$ cat config.mk
export PLATFORM = sky130hd
export DESIGN_NAME = periodic_event_timer_table_top
export DESIGN_NICKNAME = d
export VERILOG_FILES = /design/src/hdl/pett_pkg.sv /design/src/hdl/pett_slot_alloc.sv /design/src/hdl/periodic_event_timer_table_top.sv
export VERILOG_INCLUDE_DIRS = /design/src /design/src/hdl
export SDC_FILE = /design/constraint.sdc
export NUM_CORES = 2
export LEC_CHECK = 0
export BUFFER_PORTS_ARGS = -buffer_cell sky130_fd_sc_hd__buf_2
export CORE_ASPECT_RATIO = 0.9
export CORE_MARGIN = 2
export CORE_UTILIZATION = 30
export CTS_CLUSTER_DIAMETER = 60
export DETAILED_ROUTE_END_ITERATION = 8
export GPL_TIMING_DRIVEN = 0
export PLACE_DENSITY_LB_ADDON = 0.3
export SLEW_MARGIN = 10
export SYNTH_ARGS = -nofsm -noshare
export SYNTH_HDL_FRONTEND = slang
export SYNTH_HIERARCHICAL = 1
export SYNTH_SLANG_ARGS = --single-unit
export TNS_END_PERCENT = 20
$ cat constraint.sdc
create_clock -name clock -period 12.72 [get_ports clock]
set_input_delay 0.636 -clock clock [delete_from_list [all_inputs] [get_ports clock]]
set_output_delay 0.636 -clock clock [all_outputs]
set_load 0.005 [all_outputs]
$ cat src/hdl/periodic_event_timer_table_top_macros.svh
// Assertion macros for the periodic event timer table.
// Needs signals named clock and reset in the scope of each use.
`ifndef PERIODIC_EVENT_TIMER_TABLE_TOP_MACROS_SVH
`define PERIODIC_EVENT_TIMER_TABLE_TOP_MACROS_SVH

// same-cycle implication
`define PETT_ASSERT_NOW(label, ante, cons, msg) \
   label: assert property (@(posedge clock) disable iff (reset) (ante) |-> (cons)) \
      else $error(msg);

// next-cycle implication
`define PETT_ASSERT_NEXT(label, ante, cons, msg) \
   label: assert property (@(posedge clock) disable iff (reset) (ante) |=> (cons)) \
      else $error(msg);

`endif

$ cat src/hdl/pett_pkg.sv
// Shared types, codes and defaults of the periodic event timer table.
// No dependencies.
package pett_pkg;

   localparam int SLOTS_DEFAULT      = 16;
   localparam int TIME_WIDTH_DEFAULT = 32;

   localparam int FUNC_W   = 2;
   localparam int PERIOD_W = 32;
   localparam int SLOT_W   = 4;
   localparam int STATUS_W = 2;
   localparam int TICK_W   = 32;

   localparam logic [TICK_W-1:0] TICK_LENGTH_RESET = 32'd1;

   localparam logic [FUNC_W-1:0] FUNC_TICK    = 2'd0;
   localparam logic [FUNC_W-1:0] FUNC_CREATE  = 2'd1;
   localparam logic [FUNC_W-1:0] FUNC_DESTROY = 2'd2;

   localparam logic [STATUS_W-1:0] STATUS_OK         = 2'd0;
   localparam logic [STATUS_W-1:0] STATUS_FULL       = 2'd1;
   localparam logic [STATUS_W-1:0] STATUS_NOT_IN_USE = 2'd2;

   typedef struct packed {
      logic set_en;
      logic clear_en;
      logic dec_en;
   } alloc_ctl_type;

endpackage

$ cat src/hdl/pett_slot_alloc.sv
// Slot occupancy flags, live count and lowest-free-slot search.
// Depends on pett_pkg and the assertion macro header.
`include "periodic_event_timer_table_top_macros.svh"

module pett_slot_alloc #(
   parameter int SLOTS = pett_pkg::SLOTS_DEFAULT
) (
   input  logic                        clock,
   input  logic                        reset,
   input  pett_pkg::alloc_ctl_type     ctl,
   input  logic [pett_pkg::SLOT_W-1:0] query_slot,
   output logic [((SLOTS > 1) ? $clog2(SLOTS) : 1)-1:0] free_slot,
   output logic                        has_free,
   output logic                        query_live,
   output logic [$clog2(SLOTS+1)-1:0]  live_count
);
   import pett_pkg::*;

   localparam int SW = (SLOTS > 1) ? $clog2(SLOTS) : 1;
   localparam int CW = $clog2(SLOTS+1);

   logic [SLOTS-1:0] slot_in_use_ff, slot_in_use_in;
   logic [CW-1:0]    live_count_ff, live_count_in;
   logic [SW-1:0]    query_idx;

   always_comb begin
      free_slot = '0;
      has_free  = 1'b0;
      for (int i = SLOTS - 1; i >= 0; i--) begin
         if (!slot_in_use_ff[i]) begin
            free_slot = SW'(i);
            has_free  = 1'b1;
         end
      end
   end

   assign query_idx  = SW'(query_slot);
   assign query_live = (32'(query_slot) < 32'(SLOTS)) && slot_in_use_ff[query_idx];

   always_comb begin
      slot_in_use_in = slot_in_use_ff;
      live_count_in  = live_count_ff;
      if (ctl.set_en) begin
         slot_in_use_in[free_slot] = 1'b1;
         live_count_in             = live_count_ff + CW'(1);
      end
      if (ctl.clear_en) begin
         slot_in_use_in[query_idx] = 1'b0;
      end
      if (ctl.dec_en) begin
         live_count_in = live_count_ff - CW'(1);
      end
   end

   always_ff @(posedge clock) begin
      if (reset) begin
         slot_in_use_ff <= '0;
         live_count_ff  <= '0;
      end else begin
         slot_in_use_ff <= slot_in_use_in;
         live_count_ff  <= live_count_in;
      end
   end

   assign live_count = live_count_ff;

   `PETT_ASSERT_NOW(a_count_tracks_flags, 1'b1,
      ($countones(slot_in_use_ff) == 32'(live_count_ff)) ||
      ($countones(slot_in_use_ff) + 1 == 32'(live_count_ff)),
      "live count out of step with occupancy flags")
   `PETT_ASSERT_NOW(a_set_needs_free, ctl.set_en, has_free, "allocation with no free slot")
   `PETT_ASSERT_NOW(a_clear_needs_live, ctl.clear_en, query_live, "release of a free slot")
   `PETT_ASSERT_NOW(a_dec_needs_live, ctl.dec_en, live_count_ff != '0, "live count underflow")

endmodule

$ cat src/hdl/periodic_event_timer_table_top.sv
// Top level of the periodic event timer table: sequencer, event memories, result register.
// Depends on pett_pkg, pett_slot_alloc and the assertion macro header.
//
// Periodic event timer table: one transaction at a time. Create and a destroy of a free slot
// answer straight from the idle state. A destroy of a live slot sweeps the firing order memory
// to close the gap. A tick walks the live events, or goes straight to its final answer when no
// event is live, and can wait on a stalled result channel: each live event costs one read of
// the firing order memory followed by one read of its period and countdown and a write-back of
// the countdown. No clearing pass runs after reset; the block takes a transaction in the first
// cycle after reset.
`include "periodic_event_timer_table_top_macros.svh"

module periodic_event_timer_table_top #(
   parameter int SLOTS      = pett_pkg::SLOTS_DEFAULT,
   parameter int TIME_WIDTH = pett_pkg::TIME_WIDTH_DEFAULT
) (
   input  logic                          clock,
   input  logic                          reset,
   input  logic                          csr_wr_en,
   input  logic [pett_pkg::TICK_W-1:0]   csr_wr_data,
   input  logic                          req_valid,
   output logic                          req_stall,
   input  logic [pett_pkg::FUNC_W-1:0]   req_func,
   input  logic [pett_pkg::PERIOD_W-1:0] req_period,
   input  logic [pett_pkg::SLOT_W-1:0]   req_slot,
   output logic                          rsp_valid,
   input  logic                          rsp_stall,
   output logic [pett_pkg::STATUS_W-1:0] rsp_status,
   output logic [pett_pkg::SLOT_W-1:0]   rsp_event_slot,
   output logic                          rsp_fired,
   output logic                          rsp_last
);
   import pett_pkg::*;

   localparam int SW   = (SLOTS > 1) ? $clog2(SLOTS) : 1;
   localparam int CW   = $clog2(SLOTS+1);
   localparam int TW   = TIME_WIDTH;
   localparam int CMPW = (TW > TICK_W) ? TW : TICK_W;

   typedef enum logic [6:0] {
      ST_IDLE   = 7'b0000001,
      ST_T_RD   = 7'b0000010,
      ST_T_EV   = 7'b0000100,
      ST_T_UPD  = 7'b0001000,
      ST_T_FIN  = 7'b0010000,
      ST_D_RD   = 7'b0100000,
      ST_D_WALK = 7'b1000000
   } state_type;

   state_type state_ff, state_in;
   logic [CW-1:0]     idx_ff, idx_in;
   logic [SW-1:0]     slot_ff, slot_in;
   logic [SW-1:0]     target_ff, target_in;
   logic              found_ff, found_in;
   logic              pend_valid_ff, pend_valid_in;
   logic [SW-1:0]     pend_slot_ff, pend_slot_in;
   logic [TICK_W-1:0] tick_length_ff;

   logic [TW-1:0] period_mem_ff [SLOTS];
   logic [TW-1:0] count_mem_ff  [SLOTS];
   logic [SW-1:0] order_mem_ff  [SLOTS];
   logic [TW-1:0] period_q_ff, count_q_ff;
   logic [SW-1:0] order_q_ff;

   logic          order_we, period_we, count_we;
   logic [SW-1:0] order_wa, order_wd, order_ra, count_wa, ev_ra;
   logic [TW-1:0] count_wd, period_trunc, count_next;

   logic                rsp_valid_ff;
   logic [STATUS_W-1:0] rsp_status_ff;
   logic [SLOT_W-1:0]   rsp_event_slot_ff;
   logic                rsp_fired_ff, rsp_last_ff;
   logic                rsp_load, ld_fired, ld_last;
   logic [STATUS_W-1:0] ld_status;
   logic [SW-1:0]       ld_slot;

   alloc_ctl_type alloc_ctl;
   logic [SW-1:0] free_slot;
   logic          has_free, query_live;
   logic [CW-1:0] live_count;

   logic            out_free, req_accept, fire;
   logic [CMPW-1:0] count_ext, tick_ext;

   pett_slot_alloc #(.SLOTS(SLOTS)) u_alloc (
      .clock      (clock),
      .reset      (reset),
      .ctl        (alloc_ctl),
      .query_slot (req_slot),
      .free_slot  (free_slot),
      .has_free   (has_free),
      .query_live (query_live),
      .live_count (live_count)
   );

   assign out_free     = !rsp_valid_ff || !rsp_stall;
   assign req_stall    = (state_ff != ST_IDLE) || !out_free;
   assign req_accept   = req_valid && !req_stall;
   assign period_trunc = TW'(req_period);
   assign count_ext    = CMPW'(count_q_ff);
   assign tick_ext     = CMPW'(tick_length_ff);
   assign fire         = count_ext <= tick_ext;
   assign count_next   = fire ? period_q_ff : TW'(count_ext - tick_ext);
   assign order_ra     = idx_ff[SW-1:0];
   assign ev_ra        = (state_ff == ST_T_EV) ? order_q_ff : slot_ff;

   always_comb begin
      state_in      = state_ff;
      idx_in        = idx_ff;
      slot_in       = slot_ff;
      target_in     = target_ff;
      found_in      = found_ff;
      pend_valid_in = pend_valid_ff;
      pend_slot_in  = pend_slot_ff;
      alloc_ctl     = '0;
      rsp_load      = 1'b0;
      ld_status     = STATUS_OK;
      ld_slot       = '0;
      ld_fired      = 1'b0;
      ld_last       = 1'b1;
      order_we      = 1'b0;
      order_wa      = SW'(idx_ff - CW'(2));
      order_wd      = order_q_ff;
      period_we     = 1'b0;
      count_we      = 1'b0;
      count_wa      = slot_ff;
      count_wd      = count_next;
      unique case (state_ff)
         ST_IDLE: begin
            if (req_accept) begin
               unique case (req_func)
                  FUNC_TICK: begin
                     idx_in        = '0;
                     pend_valid_in = 1'b0;
                     state_in      = (live_count == '0) ? ST_T_FIN : ST_T_RD;
                  end
                  FUNC_CREATE: begin
                     rsp_load = 1'b1;
                     if (has_free) begin
                        alloc_ctl.set_en = 1'b1;
                        period_we        = 1'b1;
                        count_we         = 1'b1;
                        count_wa         = free_slot;
                        count_wd         = period_trunc;
                        order_we         = 1'b1;
                        order_wa         = SW'(live_count);
                        order_wd         = free_slot;
                        ld_slot          = free_slot;
                     end else begin
                        ld_status = STATUS_FULL;
                     end
                  end
                  FUNC_DESTROY: begin
                     if (query_live) begin
                        alloc_ctl.clear_en = 1'b1;
                        target_in          = SW'(req_slot);
                        idx_in             = '0;
                        found_in           = 1'b0;
                        state_in           = ST_D_RD;
                     end else begin
                        rsp_load  = 1'b1;
                        ld_status = STATUS_NOT_IN_USE;
                     end
                  end
                  default: begin
                  end
               endcase
            end
         end
         ST_T_RD: begin
            state_in = ST_T_EV;
         end
         ST_T_EV: begin
            slot_in  = order_q_ff;
            idx_in   = idx_ff + CW'(1);
            state_in = ST_T_UPD;
         end
         ST_T_UPD: begin
            if (!(fire && pend_valid_ff && !out_free)) begin
               count_we = 1'b1;
               if (fire) begin
                  if (pend_valid_ff) begin
                     rsp_load = 1'b1;
                     ld_slot  = pend_slot_ff;
                     ld_fired = 1'b1;
                     ld_last  = 1'b0;
                  end
                  pend_valid_in = 1'b1;
                  pend_slot_in  = slot_ff;
               end
               state_in = (idx_ff == live_count) ? ST_T_FIN : ST_T_EV;
            end
         end
         ST_T_FIN: begin
            if (out_free) begin
               rsp_load = 1'b1;
               if (pend_valid_ff) begin
                  ld_slot  = pend_slot_ff;
                  ld_fired = 1'b1;
               end
               pend_valid_in = 1'b0;
               state_in      = ST_IDLE;
            end
         end
         ST_D_RD: begin
            idx_in   = CW'(1);
            state_in = ST_D_WALK;
         end
         ST_D_WALK: begin
            if (found_ff) begin
               order_we = 1'b1;
            end else if (order_q_ff == target_ff) begin
               found_in = 1'b1;
            end
            idx_in = idx_ff + CW'(1);
            if (idx_ff == live_count) begin
               alloc_ctl.dec_en = 1'b1;
               rsp_load         = 1'b1;
               state_in         = ST_IDLE;
            end
         end
         default: begin
            state_in = ST_IDLE;
         end
      endcase
   end

   always_ff @(posedge clock) begin
      if (period_we) begin
         period_mem_ff[count_wa] <= period_trunc;
      end
      if (count_we) begin
         count_mem_ff[count_wa] <= count_wd;
      end
      if (order_we) begin
         order_mem_ff[order_wa] <= order_wd;
      end
      period_q_ff <= period_mem_ff[ev_ra];
      count_q_ff  <= count_mem_ff[ev_ra];
      order_q_ff  <= order_mem_ff[order_ra];
   end

   always_ff @(posedge clock) begin
      if (reset) begin
         state_ff       <= ST_IDLE;
         pend_valid_ff  <= 1'b0;
         found_ff       <= 1'b0;
         idx_ff         <= '0;
         tick_length_ff <= TICK_LENGTH_RESET;
         rsp_valid_ff   <= 1'b0;
      end else begin
         state_ff      <= state_in;
         pend_valid_ff <= pend_valid_in;
         found_ff      <= found_in;
         idx_ff        <= idx_in;
         if (csr_wr_en) begin
            tick_length_ff <= csr_wr_data;
         end
         if (rsp_load) begin
            rsp_valid_ff <= 1'b1;
         end else if (!rsp_stall) begin
            rsp_valid_ff <= 1'b0;
         end
      end
   end

   always_ff @(posedge clock) begin
      slot_ff      <= slot_in;
      target_ff    <= target_in;
      pend_slot_ff <= pend_slot_in;
      if (rsp_load) begin
         rsp_status_ff     <= ld_status;
         rsp_event_slot_ff <= SLOT_W'(ld_slot);
         rsp_fired_ff      <= ld_fired;
         rsp_last_ff       <= ld_last;
      end
   end

   assign rsp_valid      = rsp_valid_ff;
   assign rsp_status     = rsp_status_ff;
   assign rsp_event_slot = rsp_event_slot_ff;
   assign rsp_fired      = rsp_fired_ff;
   assign rsp_last       = rsp_last_ff;

   `PETT_ASSERT_NOW(a_no_overwrite, rsp_load && rsp_valid_ff, !rsp_stall,
      "result register overwritten while stalled")
   `PETT_ASSERT_NOW(a_pend_in_tick, pend_valid_ff,
      (state_ff == ST_T_EV) || (state_ff == ST_T_UPD) || (state_ff == ST_T_FIN),
      "held firing outside a tick walk")
   `PETT_ASSERT_NOW(a_walk_in_range, state_ff == ST_T_UPD,
      (idx_ff != '0) && (idx_ff <= live_count), "tick walk index beyond live events")
   `PETT_ASSERT_NEXT(a_create_answers, req_accept && (req_func == FUNC_CREATE),
      rsp_valid_ff && rsp_last_ff && !rsp_fired_ff, "create transaction left unanswered")

endmodule
After elaboration in Yosys (flattened, before gate mapping)
Memories as Yosys holds them, arrays and structs flattened. A register that Yosys moved wholly into a read port is not among the register bits.
Index checks and enable logic that the tools add are counted.
{ "totals": {"out_inout_bits": 10, "mem_count": 3, "wordCells": 212, "latchBits": 0, "romBits": 0, "inputBits": 75, "mem_bits_rw": 1088, "regBits": 88} }
{ "op_classes": {"mul": 0, "muxes": 129, "n_reduce_logical": 26, "addsub": 5, "n_div": 0, "n_lt_le_gt_ge": 5, "bitwise": 6, "shifts": 0, "eq_ne": 23} }
{ "memory_table": {"columns": ["memory", "words", "width", "read_ports", "rd_ports_with_merged_regs", "wr", "line", "source"], "rows": [
  ["count_mem_ff", 16, 32, 1, 1, 1, "periodic_event_timer_table_top.sv:60", "logic [TW-1:0] count_mem_ff [SLOTS];"],
  ["period_mem_ff", 16, 32, 1, 1, 1, "periodic_event_timer_table_top.sv:59", "logic [TW-1:0] period_mem_ff [SLOTS];"],
  ["order_mem_ff", 16, 4, 1, 1, 1, "periodic_event_timer_table_top.sv:61", "logic [SW-1:0] order_mem_ff [SLOTS];"]
]} }
{ "op_table": {"columns": ["op", "n"], "rows": [
  ["$mux W32", 5],
  ["$mux W4", 36],
  ["$mux W1", 56],
  ["$pmux W7 S7", 1],
  ["$mux W7", 5],
  ["$le A32 B32 Y1", 1],
  ["$mux W16", 2],
  ["$sub A32 B32 Y32", 1],
  ["$mux W5", 6],
  ["$and A16 B16 Y16", 1],
  ["$not A16 Y16", 1],
  ["$or A16 B16 Y16", 1],
  ["$pmux W5 S3", 1],
  ["$pmux W7 S2", 1],
  ["$ne A2 B2 Y1 const B", 6],
  ["$pmux W4 S3", 1],
  ["$reduce_and A4 Y1", 3],
  ["$reduce_and A6 Y1", 2],
  ["$add A5 B1 Y5 const B", 2],
  ["$lt A4 B5 Y1 const B", 2],
  ["$pmux W1 S2", 5],
  ["$pmux W5 S2", 1],
  ["$demux W1 S4", 2],
  ["$ge A4 B1 Y1 const B", 2],
  ["34 further kinds", 50]
]} }

Longest topological paths before layout
{ "depth": {"depth_word": 24, "depth_mapped": 15, "depth_no_buf": 13} }

Modules after synthesis
The synthesis kept the hierarchy.
{ "by_module_without_submodules": {"columns": ["mod", "area_each_um2", "cells_each", "seq_area_each_um2", "n_inst"], "rows": [
  ["periodic_event_timer_table_top", 49511.2, 3967, 35534.1, 1],
  ["pett_slot_alloc", 1455.1, 165, 420.4, 1]
]} }

Worst setup path before layout
No wires, ideal clock.
{ "synth_path": {"path_type": "reg2reg", "startpoint": "reg state_ff[6]", "endpoint": "mem period_mem_ff[12][0] (netlist bit) (enable)", "period_less_slack_ns": 5.476, "t_arrival_ns": 4.975, "path_stages_with_launch": 9, "setup_ns": 0.501, "setup_slack_ns": 7.244, "path_buffers": 3, "path_cell_list": "dfxtp_1 nor4_1 and3_1 clkbuf_1 and3_1 nand3_1 clkbuf_1 clkbuf_1 nor4_1"} }
{ "synth_via": {"elab_chain_len": 8, "word_cells_on_any_way": 11, "classes_between": "eq/ne (2); mux (6); reduce/logical (3)"} }
{ "synth_lines": {"columns": ["item", "line", "source"], "rows": [
  ["start, declared", "periodic_event_timer_table_top.sv:50", "state_type state_ff, state_in;"],
  ["start signal, assigned", "periodic_event_timer_table_top.sv:252", "state_ff <= state_in;"],
  ["$ne A7 B1 Y1", "periodic_event_timer_table_top.sv:97", "assign req_stall = (state_ff != ST_IDLE) || !out_free;"],
  ["$logic_or A1 B1 Y1", "periodic_event_timer_table_top.sv:97", null],
  ["$logic_not A1 Y1", "periodic_event_timer_table_top.sv:98", "assign req_accept = req_valid && !req_stall;"],
  ["$logic_and A1 B1 Y1", "periodic_event_timer_table_top.sv:98", null],
  ["$mux W1", "periodic_event_timer_table_top.sv:130", "if (req_accept) begin"],
  ["$mux W1", "periodic_event_timer_table_top.sv:128", "unique case (state_ff)"],
  ["$mux W1", "periodic_event_timer_table_top.sv:229", "if (period_we) begin"],
  ["$mux W1 (implied by the code)", "periodic_event_timer_table_top.sv:230", "period_mem_ff[count_wa] <= period_trunc;"],
  ["end, declared", "periodic_event_timer_table_top.sv:59", null]
]} }
Parallel ways exist; a longest one is shown, timed or not.

Final worst setup path
{ "layout_path": {"startpoint": "reg state_ff[0]", "endpoint": "reg period_q_ff[17] (read register of period_mem_ff)"} }
{ "layout_via": {"elab_chain_len": 2} }
{ "layout_lines": {"columns": ["item", "line", "source"], "rows": [
  ["$eq A7 B3 Y1", "periodic_event_timer_table_top.sv:105", "assign ev_ra = (state_ff == ST_T_EV) ? order_q_ff : slot_ff;"],
  ["$mux W4", null, null],
  ["end, declared", "periodic_event_timer_table_top.sv:62", "logic [TW-1:0] period_q_ff, count_q_ff;"]
]} }
Every way passes these cells.
A chain may end at the register's enable or synchronous reset.

==> flow_summary.toml <==
[clock_tree]
cts.reportedPaths.clkPinSlew_ns = 0.06
cts_tree = "built"
numClockSinks = 1244
post_cts_buffers = 0
hold_buffers = 0
clock_path_buffers = 3
h-tree-depth = 4
clk_latency_ns = 0.79
ctsResizeCount = 0
cts_root_buffer = "clkbuf_16"
numCtsBuffers = 138

[synth]
yosys-top-cells-area = "edfxtp_1 65%, nand2_1 8.3%, dfxtp_1 5.5%, nand3_1 5.2%, a311oi_1 2.3%"
ys_seq_elements = 1244
ys.flop_type = "edfxtp_1"
ys_types = 80
yosysWarnings = 6
syn-num-nets = 4250
synth_edf_count = 1104
synth-async-reset-ratio = 0
yosysTopAreaCellShare = 0.6505
syn_area_mm2 = 0.05097
ys_seq_area_frac = 0.7055
yosysTopAreaCell = "edfxtp_1"
syn_area_per_cell_um2 = 12.33
netlist_instances = 4132

[drt]
routed_wl_mm = 156.6
ant_nets = 0
firstDrtPassIters = 6
wl_per_cell_um = 23.08
vias = 34470
drt_iter0_markers = 3597
via_per_inst = 5.080
drc = 0

[sta]
worst_slack_ns = 7.712
finalHoldWorstSlack_ns = 0.09747
fin_setup_tns_ns = 0
period_minus_slack_ns = 5.008
slew_headroom = 0.09504
hold_violations = 0
clock_skew_ns = 0.04241
rsz0062_at_grt = "no"
finalCritPeriodShare = 0.3937
slew_viol_final = 0
final-setup-viol-count = 0
max_freq_ghz = 0.1997
worst_slew_pin_slew_ns = 1.320

[place]
hpwl_mm = 112.9
pre_cts_ws_ns = 7.772
io_buffer_count = 83
place_congestion = 0.9205

[floorplan]
rows = 143
die_y_um = 395.0
die-area_mm2 = 0.1732
initial_core_util = 0.3021
die_width_um = 438.5
pin_count = 85
core_mm2 = 0.1687

[min_path]
hold_class = "in2reg"
min-delay-start = "csr_wr_data[4]"
hold_depth = 3
whs_endpoint = "tick_ext[4]"

[worst_setup_path]
reg2reg_slack_ns = 7.71
crit_required_ns = 13.24
ff2ff_path_depth = 11
worstReg2RegStart = "state_ff[0]"
r2r_end = "period_q_ff[17]"
path_cells = "or3_4, nor3_2, nand3b_1, buf_4, mux2i_1, buf_2, clkbuf_1, buf_2, nand3_1, nand3_1, a31oi_1"
cp_max_fo = 10
endpoint_kind = "flip-flop"
startpoint_type = "flip-flop"
slowest_stage = "mux2i_1"
worstSetupStartpoint = "state_ff[0]"
worstPathArrival_ns = 5.53
path_class = "reg2reg"
cp_slowest_stage_delay_ns = 0.99

[global_routing]
global_route.usage.met3 = 0.02887
grt_start_max_net_pins = 30
antenna_found_initial = 14
grt_pass1_wl_mm = 229.9
grt-ovfl-total = 0
grt_busiest_layer = "met2"
grt.total_usage = 0.1793
use_met2 = 0.2778
grt_pass1_vias = 33330
grtUsageMet1 = 0.2550

[finish]
drive_gt1_frac = 0.1180
fillCellCount = 16470
final_common_cell = "nand2_1"
syn_to_final_growth_pct = 17.38
final_cell_mix = "1128 x nand2_1, 1104 x edfxtp_1, 530 x nand3_1"
nets = 4538
ff_latch_area_mm2 = 0.03595
multi_input_area_mm2 = 0.01399

[power_and_ir_drop]
p_per_area_mw_per_mm2 = 167.1
p_total_uw = 9994
irDropWorstVdd_uv = 115.1
p_leak_uw = 0.02046

[flow_run]
max-cap-violations = 0

[outcome]
status = "finished clean"
==> worst max-delay path: cells and delay by family, from the launching register on <==
kind	cells	cell delay (ns)
buffers and inverters	4	2.08
flip-flops	1	0.38
AO/OA/AOI/OAI	1	0.33
multiplexers	1	0.99
AND/OR/NAND/NOR	5	0.97
==> flip-flops by register name, summed over array words and instances (netlist names), 2 cells and up <==
signal,flops
period_mem_ff,512
rsp_status,2
tick_ext,32
u_alloc/slot_in_use_ff,16
order_mem_ff,64
rsp_event_slot,4
idx_ff,5
slot_ff,4
u_alloc/live_count,5
count_mem_ff,512
count_ext,32
target_ff,4
state_ff,7
order_q_ff,4
period_q_ff,32
pend_slot_ff,4
==> routing by layer <==
layer | up-vias | wire length (um)
li1 | 15740 | -
met1 | 17190 | 68880
met2 | 1294 | 71100
met3 | 247 | 11710
met4 | 0 | 4931
met5 | - | 0
==> how the worst max path moves through the flow <==
stage	depth (start not counted)	slack [ns]	endpoint
after floorplan	8	7.24	period_mem_ff[12][0]
after global placement	8	3.32	period_mem_ff[12][21]
after detailed placement	9	7.77	count_mem_ff[1][0]
after CTS	9	7.74	count_mem_ff[15][0]
after global routing	11	7.72	period_q_ff[17]
final	11	7.71	period_q_ff[17]
==> per-stage QoR <==
stage	std cells	utilization	instance area (um^2)
floorplan	4132	-	50970
global placement	6462	0.3212	54190
detailed placement	6527	0.3283	55400
CTS	6781	0.3544	59800
global route	6781	0.3545	59810
finish	6785	0.3546	59820
==> kinds of logic (layout without fill, tap and decap cells) <==
group           count (synthesis)  in the layout  share of synthesized area
simple gates                 1989           1989                     0.1692
flops                        1244           1244                     0.7055
compound gates                433            433                    0.06147
buf+inv                       317            719                    0.02659
mux                            70             70                    0.02025
fa+ha+maj                      43             43                    0.01085
xor+xnor                       36             36                   0.006187
other cells                     0              4                          0
==> report_power, final <==
| group | switching, uW | internal (uW) |
|---|---|---|
| registers | 44.6 | 4800 |
| logic | 891 | 343 |
| clock network | 1670 | 2250 |
| total | 2610 | 7390 |
==> area by class of cell <==
| cell class | instances | share of cell area |
|---|---|---|
| Tap cell | 2247 | 0.04700 |
| Multi-Input combinational cell | 2571 | 0.2339 |
| Antenna cell | 4 | 0.0001673 |
| Clock buffer | 200 | 0.06435 |
| Buffer | 257 | 0.01895 |
| Inverter | 60 | 0.003765 |
| Clock inverter | 54 | 0.009244 |
| Timing Repair Buffer | 148 | 0.02161 |
| Sequential cell | 1244 | 0.6010 |
==> cells in the mapped netlist, types with 4 or more instances <==
library cell and number:
nor4_1 6, mux4_2 24, a21o_1 18, nor2_1 140, nand2b_1 11, inv_1 57
o21ai_0 29, or3_1 7, and3_1 81, ha_1 41, nor3b_1 5, xnor2_1 21
o31a_1 4, clkbuf_1 147, buf_4 8, nand2_1 1128, nor2b_1 11, nand3b_1 4
xor2_1 15, buf_1 14, a31oi_1 93, a311oi_1 132, buf_6 4, a21oi_1 74
a41oi_1 5, a211o_1 6, edfxtp_1 1104, nor3_1 26, o21ai_1 4, mux2i_1 42
o211ai_1 4, a22o_1 6, nand3_1 530, a31o_2 4, or4_1 4, a211oi_1 11
o21a_1 6, nand4_1 10, dfxtp_1 140, buf_2 84, and2_1 16
Power figures use the tool's default switching activity.
